<file path="src/rtl/pic_pkg.sv">
// ----------------------------------------------------------------------------
// pic_pkg
// Shared types and constants of the platform interrupt controller.
// ----------------------------------------------------------------------------
package pic_pkg;

    localparam int OFF_W   = 26;
    localparam int DATA_W  = 32;
    localparam int LVL_W   = 64;
    localparam int IDX_W   = 10;
    localparam int CTX_W   = 4;
    localparam int REQ_W   = 4;

    localparam logic [OFF_W-1:0] PENDING_BASE = 26'h0001000;
    localparam logic [OFF_W-1:0] ENABLE_BASE  = 26'h0002000;
    localparam logic [OFF_W-1:0] CONTEXT_BASE = 26'h0200000;
    localparam logic [11:0]      REG_THRESH   = 12'h000;
    localparam logic [11:0]      REG_CLAIM    = 12'h004;

    localparam logic [1:0] REQ_READ   = 2'd0;
    localparam logic [1:0] REQ_WRITE  = 2'd1;
    localparam logic [1:0] REQ_LEVELS = 2'd2;

    typedef enum logic [2:0] {
        K_NOP,
        K_ERR,
        K_LEVELS,
        K_PRIO,
        K_PEND,
        K_ENAB,
        K_THRESH,
        K_CLAIM
    } t_kind;

    typedef struct packed {
        t_kind              kind;
        logic               wr;
        logic [CTX_W-1:0]   ctx;
        logic [IDX_W-1:0]   idx;
        logic [DATA_W-1:0]  data;
        logic [LVL_W-1:0]   levels;
    } t_entry;

    typedef struct packed {
        logic   valid;
        t_entry entry;
    } t_qchan;

endpackage

</file>
<file path="src/rtl/pic_if.sv">
// ----------------------------------------------------------------------------
// pic_in_if / pic_out_if
// Request and result channels of the interrupt controller.
// ----------------------------------------------------------------------------
interface pic_in_if;
    logic        valid;
    logic        ready;
    logic [1:0]  req_type;
    logic [25:0] offset;
    logic [31:0] write_data;
    logic [63:0] source_levels;

    modport source (output valid, req_type, offset, write_data, source_levels, input ready);
    modport sink   (input valid, req_type, offset, write_data, source_levels, output ready);
endinterface

interface pic_out_if;
    logic        valid;
    logic        ready;
    logic [31:0] read_data;
    logic        access_error;
    logic [3:0]  context_request;

    modport source (output valid, read_data, access_error, context_request, input ready);
    modport sink   (input valid, read_data, access_error, context_request, output ready);
endinterface

</file>
<file path="src/rtl/pic_front.sv">
// ----------------------------------------------------------------------------
// pic_front
// Accepts requests and decodes the register map into a command.
// ----------------------------------------------------------------------------
module pic_front #(
    parameter int NUM_SOURCES  = 64,
    parameter int NUM_CONTEXTS = 4
) (
    pic_in_if.sink          i_in,
    input  logic            i_q_ready,
    input  logic            i_clearing,
    output pic_pkg::t_qchan o_push
);
    import pic_pkg::*;

    localparam int SRC_WORDS = (NUM_SOURCES + 31) / 32;

    logic [OFF_W-1:0] off;
    logic [OFF_W-1:0] rel;
    t_entry           ent;

    always_comb begin
        off = {i_in.offset[OFF_W-1:2], 2'b00};
        rel = '0;
        ent = '0;
        ent.wr     = (i_in.req_type == REQ_WRITE);
        ent.data   = i_in.write_data;
        ent.levels = i_in.source_levels;
        ent.kind   = K_NOP;
        if (i_in.req_type == REQ_LEVELS) begin
            ent.kind = K_LEVELS;
        end else if (i_in.req_type == REQ_READ || i_in.req_type == REQ_WRITE) begin
            if (off < PENDING_BASE) begin
                if (32'(off[OFF_W-1:2]) >= 32'(NUM_SOURCES)) begin
                    ent.kind = K_ERR;
                end else if (off[OFF_W-1:2] != '0) begin
                    ent.kind = K_PRIO;
                    ent.idx  = off[IDX_W+1:2];
                end
            end else if (off < ENABLE_BASE) begin
                if (32'(off[11:2]) >= 32'(SRC_WORDS)) begin
                    ent.kind = K_ERR;
                end else begin
                    ent.kind = K_PEND;
                    ent.idx  = off[IDX_W+1:2];
                end
            end else if (off < CONTEXT_BASE) begin
                rel = off - ENABLE_BASE;
                if (32'(rel[OFF_W-1:7]) >= 32'(NUM_CONTEXTS) ||
                    32'(rel[6:2]) >= 32'(SRC_WORDS)) begin
                    ent.kind = K_ERR;
                end else begin
                    ent.kind = K_ENAB;
                    ent.ctx  = rel[CTX_W+6:7];
                    ent.idx  = IDX_W'(rel[6:2]);
                end
            end else begin
                rel = off - CONTEXT_BASE;
                if (32'(rel[OFF_W-1:12]) >= 32'(NUM_CONTEXTS) ||
                    (rel[11:0] != REG_THRESH && rel[11:0] != REG_CLAIM)) begin
                    ent.kind = K_ERR;
                end else begin
                    ent.kind = (rel[11:0] == REG_THRESH) ? K_THRESH : K_CLAIM;
                    ent.ctx  = rel[CTX_W+11:12];
                end
            end
        end
    end

    assign i_in.ready   = i_q_ready && !i_clearing;
    assign o_push.valid = i_in.valid && i_q_ready && !i_clearing;
    assign o_push.entry = ent;

endmodule

</file>
<file path="src/rtl/pic_queue.sv">
// ----------------------------------------------------------------------------
// pic_queue
// Two-entry command queue between decode and execution.
// ----------------------------------------------------------------------------
module pic_queue (
    input  logic            i_clk,
    input  logic            i_rst_n,
    input  pic_pkg::t_qchan i_push,
    output logic            o_ready,
    output pic_pkg::t_qchan o_head,
    input  logic            i_pop
);
    import pic_pkg::*;

    t_entry      r_mem [2];
    logic        r_wp;
    logic        r_rp;
    logic [1:0]  r_cnt;
    logic        push;
    logic        pop;

    assign o_ready      = (r_cnt != 2'd2);
    assign push         = i_push.valid && o_ready;
    assign pop          = i_pop && (r_cnt != 2'd0);
    assign o_head.valid = (r_cnt != 2'd0);
    assign o_head.entry = r_mem[r_rp];

    always_ff @(posedge i_clk) begin
        if (push) begin
            r_mem[r_wp] <= i_push.entry;
        end
        if (!i_rst_n) begin
            r_wp  <= 1'b0;
            r_rp  <= 1'b0;
            r_cnt <= 2'd0;
        end else begin
            if (push) r_wp <= ~r_wp;
            if (pop)  r_rp <= ~r_rp;
            r_cnt <= r_cnt + 2'(push) - 2'(pop);
        end
    end

endmodule

</file>
<file path="src/rtl/pic_back.sv">
// ----------------------------------------------------------------------------
// pic_back
// Executes commands, runs the gateways and rescans for the best source.
// ----------------------------------------------------------------------------
module pic_back #(
    parameter int NUM_SOURCES   = 64,
    parameter int NUM_CONTEXTS  = 4,
    parameter int PRIORITY_BITS = 3
) (
    input  logic            i_clk,
    input  logic            i_rst_n,
    input  pic_pkg::t_qchan i_head,
    output logic            o_pop,
    output logic            o_clearing,
    pic_out_if.source       o_out
);
    import pic_pkg::*;

    localparam int SW = $clog2(NUM_SOURCES);
    localparam int CW = (NUM_CONTEXTS > 1) ? $clog2(NUM_CONTEXTS) : 1;
    localparam int PB = PRIORITY_BITS;
    localparam int N  = NUM_SOURCES;

    typedef enum logic [2:0] {
        S_CLEAR, S_IDLE, S_EXEC, S_GATE, S_SCAN, S_LAST, S_OUT
    } t_state;

    t_state             r_state;
    t_entry             r_ent;
    logic [SW-1:0]      r_scan;
    logic [SW-1:0]      r_cmp_id;
    logic               r_cmp_v;
    logic [N-1:0]       r_pend;
    logic [N-1:0]       r_insvc;
    logic [N-1:0]       r_en    [NUM_CONTEXTS];
    logic [PB-1:0]      r_thr   [NUM_CONTEXTS];
    logic [SW-1:0]      r_best  [NUM_CONTEXTS];
    logic [PB-1:0]      r_bprio [NUM_CONTEXTS];
    logic [LVL_W-1:0]   r_lvl;
    logic [DATA_W-1:0]  r_rd;
    logic               r_err;

    // priority store, cleared by a sweep after reset
    logic [PB-1:0]      r_prio_mem [N];
    logic [PB-1:0]      r_prio_q;
    logic               mem_we;
    logic [SW-1:0]      mem_wa;
    logic [PB-1:0]      mem_wd;
    logic [SW-1:0]      mem_ra;

    logic [CW-1:0]      c_idx;
    logic [N-1:0]       lvl_ext;
    logic [DATA_W-1:0]  pend_word;
    logic [DATA_W-1:0]  en_word;
    logic [SW-1:0]      cmpl_id;
    logic               cmpl_ok;
    int                 id;

    assign c_idx   = r_ent.ctx[CW-1:0];
    assign cmpl_id = r_ent.data[SW-1:0];
    assign cmpl_ok = (r_ent.data != '0) && (r_ent.data < DATA_W'(N)) && r_en[c_idx][cmpl_id];

    always_comb begin
        mem_we = (r_state == S_CLEAR) ||
                 (r_state == S_EXEC && r_ent.kind == K_PRIO && r_ent.wr);
        mem_wa = (r_state == S_CLEAR) ? r_scan : r_ent.idx[SW-1:0];
        mem_wd = (r_state == S_CLEAR) ? '0 : r_ent.data[PB-1:0];
        mem_ra = (r_state == S_SCAN) ? r_scan : r_ent.idx[SW-1:0];
    end

    always_ff @(posedge i_clk) begin
        if (mem_we) begin
            r_prio_mem[mem_wa] <= mem_wd;
        end
        r_prio_q <= r_prio_mem[mem_ra];
    end

    // word views of pending and enable bits, plus line levels widened
    always_comb begin
        pend_word = '0;
        en_word   = '0;
        id        = 0;
        for (int b = 0; b < 32; b++) begin
            id = 32 * int'(r_ent.idx) + b;
            if (id < N) begin
                pend_word[b] = r_pend[SW'(id)];
                en_word[b]   = r_en[c_idx][SW'(id)];
            end
        end
        for (int i = 0; i < N; i++) begin
            lvl_ext[i] = (i != 0 && i < LVL_W) ? r_lvl[6'(i)] : 1'b0;
        end
    end

    assign o_pop      = (r_state == S_IDLE) && i_head.valid;
    assign o_clearing = (r_state == S_CLEAR);

    always_ff @(posedge i_clk) begin
        if (!i_rst_n) begin
            r_state  <= S_CLEAR;
            r_scan   <= '0;
            r_cmp_id <= '0;
            r_cmp_v  <= 1'b0;
            r_pend   <= '0;
            r_insvc  <= '0;
            r_lvl    <= '0;
            r_rd     <= '0;
            r_err    <= 1'b0;
            for (int c = 0; c < NUM_CONTEXTS; c++) begin
                r_en[c]    <= '0;
                r_thr[c]   <= '0;
                r_best[c]  <= '0;
                r_bprio[c] <= '0;
            end
        end else begin
            case (r_state)
                S_CLEAR: begin
                    r_scan <= r_scan + 1'b1;
                    if (32'(r_scan) == 32'(N - 1)) begin
                        r_scan  <= '0;
                        r_state <= S_IDLE;
                    end
                end
                S_IDLE: begin
                    if (i_head.valid) begin
                        r_ent   <= i_head.entry;
                        r_state <= S_EXEC;
                    end
                end
                S_EXEC: begin
                    r_rd  <= '0;
                    r_err <= 1'b0;
                    case (r_ent.kind)
                        K_LEVELS: r_lvl <= r_ent.levels;
                        K_ERR:    r_err <= 1'b1;
                        K_PEND: begin
                            if (!r_ent.wr) r_rd <= pend_word;
                        end
                        K_ENAB: begin
                            if (r_ent.wr) begin
                                for (int b = 0; b < 32; b++) begin
                                    if (32 * int'(r_ent.idx) + b < N &&
                                        32 * int'(r_ent.idx) + b != 0) begin
                                        r_en[c_idx][SW'(32 * int'(r_ent.idx) + b)] <=
                                            r_ent.data[b];
                                    end
                                end
                            end else begin
                                r_rd <= en_word;
                            end
                        end
                        K_THRESH: begin
                            if (r_ent.wr) r_thr[c_idx] <= r_ent.data[PB-1:0];
                            else          r_rd <= DATA_W'(r_thr[c_idx]);
                        end
                        K_CLAIM: begin
                            if (!r_ent.wr) begin
                                // best id is still valid from the last rescan
                                r_rd <= DATA_W'(r_best[c_idx]);
                                if (r_best[c_idx] != '0) begin
                                    r_pend[r_best[c_idx]]  <= 1'b0;
                                    r_insvc[r_best[c_idx]] <= 1'b1;
                                end
                            end else if (cmpl_ok) begin
                                r_insvc[cmpl_id] <= 1'b0;
                            end
                        end
                        default: ;
                    endcase
                    r_state <= S_GATE;
                end
                S_GATE: begin
                    if (r_ent.kind == K_PRIO && !r_ent.wr) begin
                        r_rd <= DATA_W'(r_prio_q);
                    end
                    r_pend  <= r_pend | (lvl_ext & ~r_insvc);
                    r_scan  <= '0;
                    r_cmp_v <= 1'b0;
                    for (int c = 0; c < NUM_CONTEXTS; c++) begin
                        r_best[c]  <= '0;
                        r_bprio[c] <= r_thr[c];
                    end
                    r_state <= S_SCAN;
                end
                S_SCAN, S_LAST: begin
                    // compare lags the address by the registered memory read
                    if (r_cmp_v) begin
                        for (int c = 0; c < NUM_CONTEXTS; c++) begin
                            if (r_pend[r_cmp_id] && r_en[c][r_cmp_id] &&
                                r_prio_q > r_bprio[c]) begin
                                r_best[c]  <= r_cmp_id;
                                r_bprio[c] <= r_prio_q;
                            end
                        end
                    end
                    r_cmp_id <= r_scan;
                    r_cmp_v  <= 1'b1;
                    if (r_state == S_LAST) begin
                        r_state <= S_OUT;
                    end else begin
                        r_scan <= r_scan + 1'b1;
                        if (32'(r_scan) == 32'(N - 1)) r_state <= S_LAST;
                    end
                end
                S_OUT: begin
                    if (o_out.ready) r_state <= S_IDLE;
                end
                default: r_state <= S_IDLE;
            endcase
        end
    end

    assign o_out.valid        = (r_state == S_OUT);
    assign o_out.read_data    = r_rd;
    assign o_out.access_error = r_err;

    always_comb begin
        o_out.context_request = '0;
        for (int c = 0; c < REQ_W; c++) begin
            if (c < NUM_CONTEXTS) begin
                o_out.context_request[c] = (r_best[c % NUM_CONTEXTS] != '0);
            end
        end
    end

endmodule

</file>
<file path="src/rtl/platform_interrupt_controller_core.sv">
// ----------------------------------------------------------------------------
// platform_interrupt_controller_core
// Level-triggered platform interrupt controller with the standard map.
// ----------------------------------------------------------------------------
// Usage: requests arrive on i_in (bus read, bus write or a new set of line
// levels); one result per request leaves on o_out with read data, an
// access error flag and the request bit of each context after the request.
// A transfer happens when valid and ready are both high.
// A decoder classifies each request into a two-entry queue; the executor
// performs it, runs the gateways and rescans all sources for every context
// at one source per cycle through the priority memory.
// The executor starts the next request only after the result of the last
// one has been accepted on o_out.
// Reset: synchronous, active low. After reset a sweep zeroes the priority
// memory; requests are not taken during the sweep.
// When the receiver stalls the result is held in the output register; up
// to two further requests are taken into the queue meanwhile.
// ----------------------------------------------------------------------------
module platform_interrupt_controller_core #(
    parameter int NUM_SOURCES   = 64,
    parameter int NUM_CONTEXTS  = 4,
    parameter int PRIORITY_BITS = 3
) (
    input  logic       i_clk,
    input  logic       i_rst_n,
    pic_in_if.sink     i_in,
    pic_out_if.source  o_out
);
    import pic_pkg::*;

    t_qchan push;
    t_qchan head;
    logic   q_ready;
    logic   pop;
    logic   clearing;

    pic_front #(
        .NUM_SOURCES  (NUM_SOURCES),
        .NUM_CONTEXTS (NUM_CONTEXTS)
    ) u_front (
        .i_in       (i_in),
        .i_q_ready  (q_ready),
        .i_clearing (clearing),
        .o_push     (push)
    );

    pic_queue u_queue (
        .i_clk   (i_clk),
        .i_rst_n (i_rst_n),
        .i_push  (push),
        .o_ready (q_ready),
        .o_head  (head),
        .i_pop   (pop)
    );

    pic_back #(
        .NUM_SOURCES   (NUM_SOURCES),
        .NUM_CONTEXTS  (NUM_CONTEXTS),
        .PRIORITY_BITS (PRIORITY_BITS)
    ) u_back (
        .i_clk      (i_clk),
        .i_rst_n    (i_rst_n),
        .i_head     (head),
        .o_pop      (pop),
        .o_clearing (clearing),
        .o_out      (o_out)
    );

endmodule

</file>
<file path="src/flat_wrapper.sv">
// flat-port wrapper written by rule: the top's interface ports become plain ports
module platform_interrupt_controller_core_flat import pic_pkg::*;
#(
    parameter int NUM_SOURCES   = 64,
    parameter int NUM_CONTEXTS  = 4,
    parameter int PRIORITY_BITS = 3
)
  (i_clk, i_rst_n, i_in_valid, i_in_req_type, i_in_offset, i_in_write_data, i_in_source_levels, i_in_ready, o_out_valid, o_out_read_data, o_out_access_error, o_out_context_request, o_out_ready);
  pic_in_if i_in_i ();
  pic_out_if o_out_i ();
  input  logic i_clk;
  input  logic i_rst_n;
  input wire logic [$bits(i_in_i.valid)-1:0] i_in_valid;
  input wire logic [$bits(i_in_i.req_type)-1:0] i_in_req_type;
  input wire logic [$bits(i_in_i.offset)-1:0] i_in_offset;
  input wire logic [$bits(i_in_i.write_data)-1:0] i_in_write_data;
  input wire logic [$bits(i_in_i.source_levels)-1:0] i_in_source_levels;
  output wire logic [$bits(i_in_i.ready)-1:0] i_in_ready;
  output wire logic [$bits(o_out_i.valid)-1:0] o_out_valid;
  output wire logic [$bits(o_out_i.read_data)-1:0] o_out_read_data;
  output wire logic [$bits(o_out_i.access_error)-1:0] o_out_access_error;
  output wire logic [$bits(o_out_i.context_request)-1:0] o_out_context_request;
  input wire logic [$bits(o_out_i.ready)-1:0] o_out_ready;
  assign i_in_i.valid = i_in_valid;
  assign i_in_i.req_type = i_in_req_type;
  assign i_in_i.offset = i_in_offset;
  assign i_in_i.write_data = i_in_write_data;
  assign i_in_i.source_levels = i_in_source_levels;
  assign i_in_ready = i_in_i.ready;
  assign o_out_valid = o_out_i.valid;
  assign o_out_read_data = o_out_i.read_data;
  assign o_out_access_error = o_out_i.access_error;
  assign o_out_context_request = o_out_i.context_request;
  assign o_out_i.ready = o_out_ready;
  platform_interrupt_controller_core #(.NUM_SOURCES(NUM_SOURCES), .NUM_CONTEXTS(NUM_CONTEXTS), .PRIORITY_BITS(PRIORITY_BITS)) u_core (.i_clk(i_clk), .i_rst_n(i_rst_n), .i_in(i_in_i), .o_out(o_out_i));
endmodule
</file>
<file path="config.mk">
export PLATFORM = sky130hd
export DESIGN_NAME = platform_interrupt_controller_core_flat
export DESIGN_NICKNAME = d
export VERILOG_FILES = /design/src/rtl/pic_pkg.sv /design/src/rtl/pic_if.sv /design/src/rtl/pic_front.sv /design/src/rtl/pic_queue.sv /design/src/rtl/pic_back.sv /design/src/rtl/platform_interrupt_controller_core.sv /design/src/flat_wrapper.sv
export SDC_FILE = /design/constraint.sdc
export NUM_CORES = 1
export LEC_CHECK = 0
export BUFFER_PORTS_ARGS = -buffer_cell sky130_fd_sc_hd__clkbuf_2
export CORE_UTILIZATION = 60
export CTS_CLUSTER_DIAMETER = 60
export DETAILED_ROUTE_END_ITERATION = 10
export GPL_TIMING_DRIVEN = 1
export PLACE_DENSITY = 0.83
export SETUP_SLACK_MARGIN = 0.15
export SYNTH_ARGS = -nofsm -noshare
export SYNTH_HDL_FRONTEND = slang
export SYNTH_SLANG_ARGS = --single-unit
</file>
<file path="constraint.sdc">
create_clock -name i_clk -period 17.7 [get_ports i_clk]
set_clock_uncertainty 0.1 [all_clocks]
set_input_delay 5.31 -clock i_clk [delete_from_list [all_inputs] [get_ports i_clk]]
set_output_delay 5.31 -clock i_clk [all_outputs]
set_load 0.02 [all_outputs]
</file>
==> flow_summary.toml <==
[global_routing]
globalRouteTotalUtil_pct = 31.83
grt_start_max_net_pins = 80
grt_pass1_vias = 24455
grt_pass1_wl_um = 144100
grt.overflow.total = 0
antenna_found_initial = 1

[timing]
layout_min_cycle_time_ns = 7.977
rsz0062_at_grt = "false"
finalHoldViolations = 0
relSlewSlack_pct = 25.04
finalMaxSlewViolations = 0
tightest_slew_ns = 1.116
setup_tns_ns = 0
fin_crit_sh_pct = 45.07
setup_violations = 0
fmax_mhz = 125.4
whs_ns = 0.3411

[placed_design]
dp_hpwl_um = 63360
place_congestion = 0.9685
dp.cells = 3681
io_buffers = 131

[clock_network]
post-cts-setup-buffer-count = 0
cts_root_buf = "clkbuf_16"
clock_latency_ns = 0.64
cts_sinks = 795
cts_tree = "yes"
clk_pin_slew_ns = 0.06
numCtsBuffers = 79
clockBufferDepth = 3
ctsResizeCount = 0
cts_max_level = 3
hold_buffers = 0

[logic_synthesis]
synth_area_um2 = 35310
synth-seq-cells = 795
synthTopCellsByArea = "edfxtp_1 52%, dfxtp_1 11%, mux4_2 4.3%, nand2_1 4.1%, mux2_2 3.3%"
yosysWarningCount = 0
yosysMostFrequentCell = "edfxtp_1"
synth_top_area_share_pct = 51.62
synthArstFlopShare_pct = 0
syn_inst = 2915
synth_top_cells_by_count = "607 x edfxtp_1, 385 x nand2_1, 221 x nor2_1"
synth_area_leader_cell = "edfxtp_1"
synth_cell_types = 73
ys.flop_type = "edfxtp_1"
ys_seq_area_share_pct = 62.28
avgSynthCellArea_um2 = 12.11
synth-edff-count = 607

[worst_setup_path]
end_kind = "flip-flop"
arrival_ns = 8.17
required_ns = 17.89
start_kind = "input pin"
worst-setup-path-type = "in -> reg"
worst-path-max-fanout = 46

[detailed_routing]
wirelength_um = 95630
drt_pass1_iterations = 9
via_per_inst = 6.589
ant_nets = 0
remaining_drc_errors = 0
wl_per_cell_um = 25.00
vias = 25203
first_iter_violations = 3346

[min_path]
hp-class = "reg -> reg"

[final_layout]
antennaDiodeCount = 0
final_nets = 3144
areaGrowthSynthToFinish_pct = 10.78
drive_gt1_share_pct = 16.63
fillers = 4069
layout.cells.non_filler = 3825

[pwr]
p_leak_uw = 0.01366
p_sw_share_pct = 21.05
combPwrFrac_pct = 2.2
seqPwrFrac_pct = 54.1
powerDensity_nw_per_um2 = 95.65
p_int_uw = 2954
p_sw_uw = 787.4
pwr-share-clk_pct = 43.7
peakVddDrop_mv = 0.1123

[floorplanning]
core_um2 = 57920
fp.dieH_um = 244.6
dieArea_um2 = 59820
start_util_pct = 60.96
rows = 88
die_x_um = 244.6
ios = 167

[outcome]
status = "finished, final reports clean"

[run]
max_cap_viol_count = 0
[layout make-up]
| cell class | instances | area [um^2] | area share (%) |
|---|---|---|---|
| multi-input combinational | 1903 | 12480 | 31.91 |
| clock buffer | 93 | 2101 | 5.371 |
| tap | 765 | 957.2 | 2.447 |
| clock inverter | 50 | 421.7 | 1.078 |
| timing repair buffer | 176 | 991.0 | 2.533 |
| inverter | 43 | 162.7 | 0.4158 |
| sequential | 795 | 22000 | 56.24 |
[worst max-delay path, cell delays in order]
cell     delay (ns)
buf_2          0.08
buf_4          0.47
nand2_1        0.17
or4_1          0.80
o21ai_2        0.86
buf_4          0.42
[cells in the final DEF (no fill, tap or decap), drive strengths merged, types with 67 or more instances in the layout]
cell,instances
edfxtp,607
and2,148
nor2,221
nand2,385
a21oi,196
mux4,67
nand3,101
mux2i,90
dfxtp,188
clkbuf,223
mux2,104
o21ai,107
[cell families (layout without fill, tap and decap cells)]
group	count (synthesis)	in the layout	synth area share, %
and+or+nand+nor	1086	1086	14.79
DFF	795	795	62.28
AOI/OAI and AO/OA	508	508	9.022
muxes	261	261	10.14
buffers and inverters	233	362	2.789
adders and majority gates	18	18	0.6379
xor gates and xnor gates	13	13	0.3225
other	1	17	0.01062
[metrics by stage]
step | utilization [%] | setup WS [ns] | power [uW] | area [um^2]
2_1_floorplan | - | 5.762 | 2103 | 35370
3_3_place_gp | 63.17 | 9.235 | 2139 | 36590
3_5_place_dp | 63.17 | 9.180 | 2143 | 36590
4_1_cts | 67.53 | 9.797 | 3745 | 39110
5_1_grt | 67.54 | 9.581 | 3828 | 39120
6_report | 67.54 | 9.723 | 3741 | 39120
[worst paths after layout]
path	depth (start not counted)	endpoint	startpoint	slack, ns
max	6	u_core.u_back.r_en[3][31]$_DFFE_PP_	i_rst_n	9.72
min	2	u_core.u_back.r_pend[32]$_SDFFE_PN0P_	u_core.u_back.r_pend[32]$_SDFFE_PN0P_	0.34
min reg2reg	2	u_core.u_back.r_pend[32]$_SDFFE_PN0P_	u_core.u_back.r_pend[32]$_SDFFE_PN0P_	0.34
max reg2reg	9	u_core.u_back.r_insvc[12]$_SDFFE_PN0P_	u_core.u_back.c_idx[1]$_DFFE_PP_	12.94
[sequential cells by signal, indices dropped and copies added, names as in the netlist, 2 cells and up]
register	cells
u_core.u_back.c_idx	2
u_core.u_back.cmpl_id	6
u_core.u_back.o_out.read_data	32
u_core.u_back.r_best	24
u_core.u_back.r_bprio	12
u_core.u_back.r_cmp_id	6
u_core.u_back.r_en	136
u_core.u_back.r_ent	71
u_core.u_back.r_insvc	31
u_core.u_back.r_lvl	31
u_core.u_back.r_pend	64
u_core.u_back.r_prio_mem	192
u_core.u_back.r_prio_q	3
u_core.u_back.r_scan	6
u_core.u_back.r_state	3
u_core.u_back.r_thr	12
u_core.u_queue.r_cnt	2
u_core.u_queue.r_mem	158
[power groups by stage]
stage	clock [uW]	sequential, uW	combinational, uW
2_1_floorplan	0	2060	45.8
3_3_place_gp	0	2060	78.1
3_5_place_dp	0	2060	81.1
4_1_cts	1640	2020	81.7
5_1_grt	1720	2020	89.1
6_report	1630	2020	84.2
[layer usage]
metal / wire length [um] / global-route usage, % / vias to the layer above
li1: - / - / 10976
met1: 36250 / 42.15 / 12316
met2: 44730 / 50.49 / 1620
met3: 10360 / 6.683 / 289
met4: 4279 / 14.87 / 2
met5: 11 / 0 / -
Note: power is estimated with default switching activity, not from simulation.
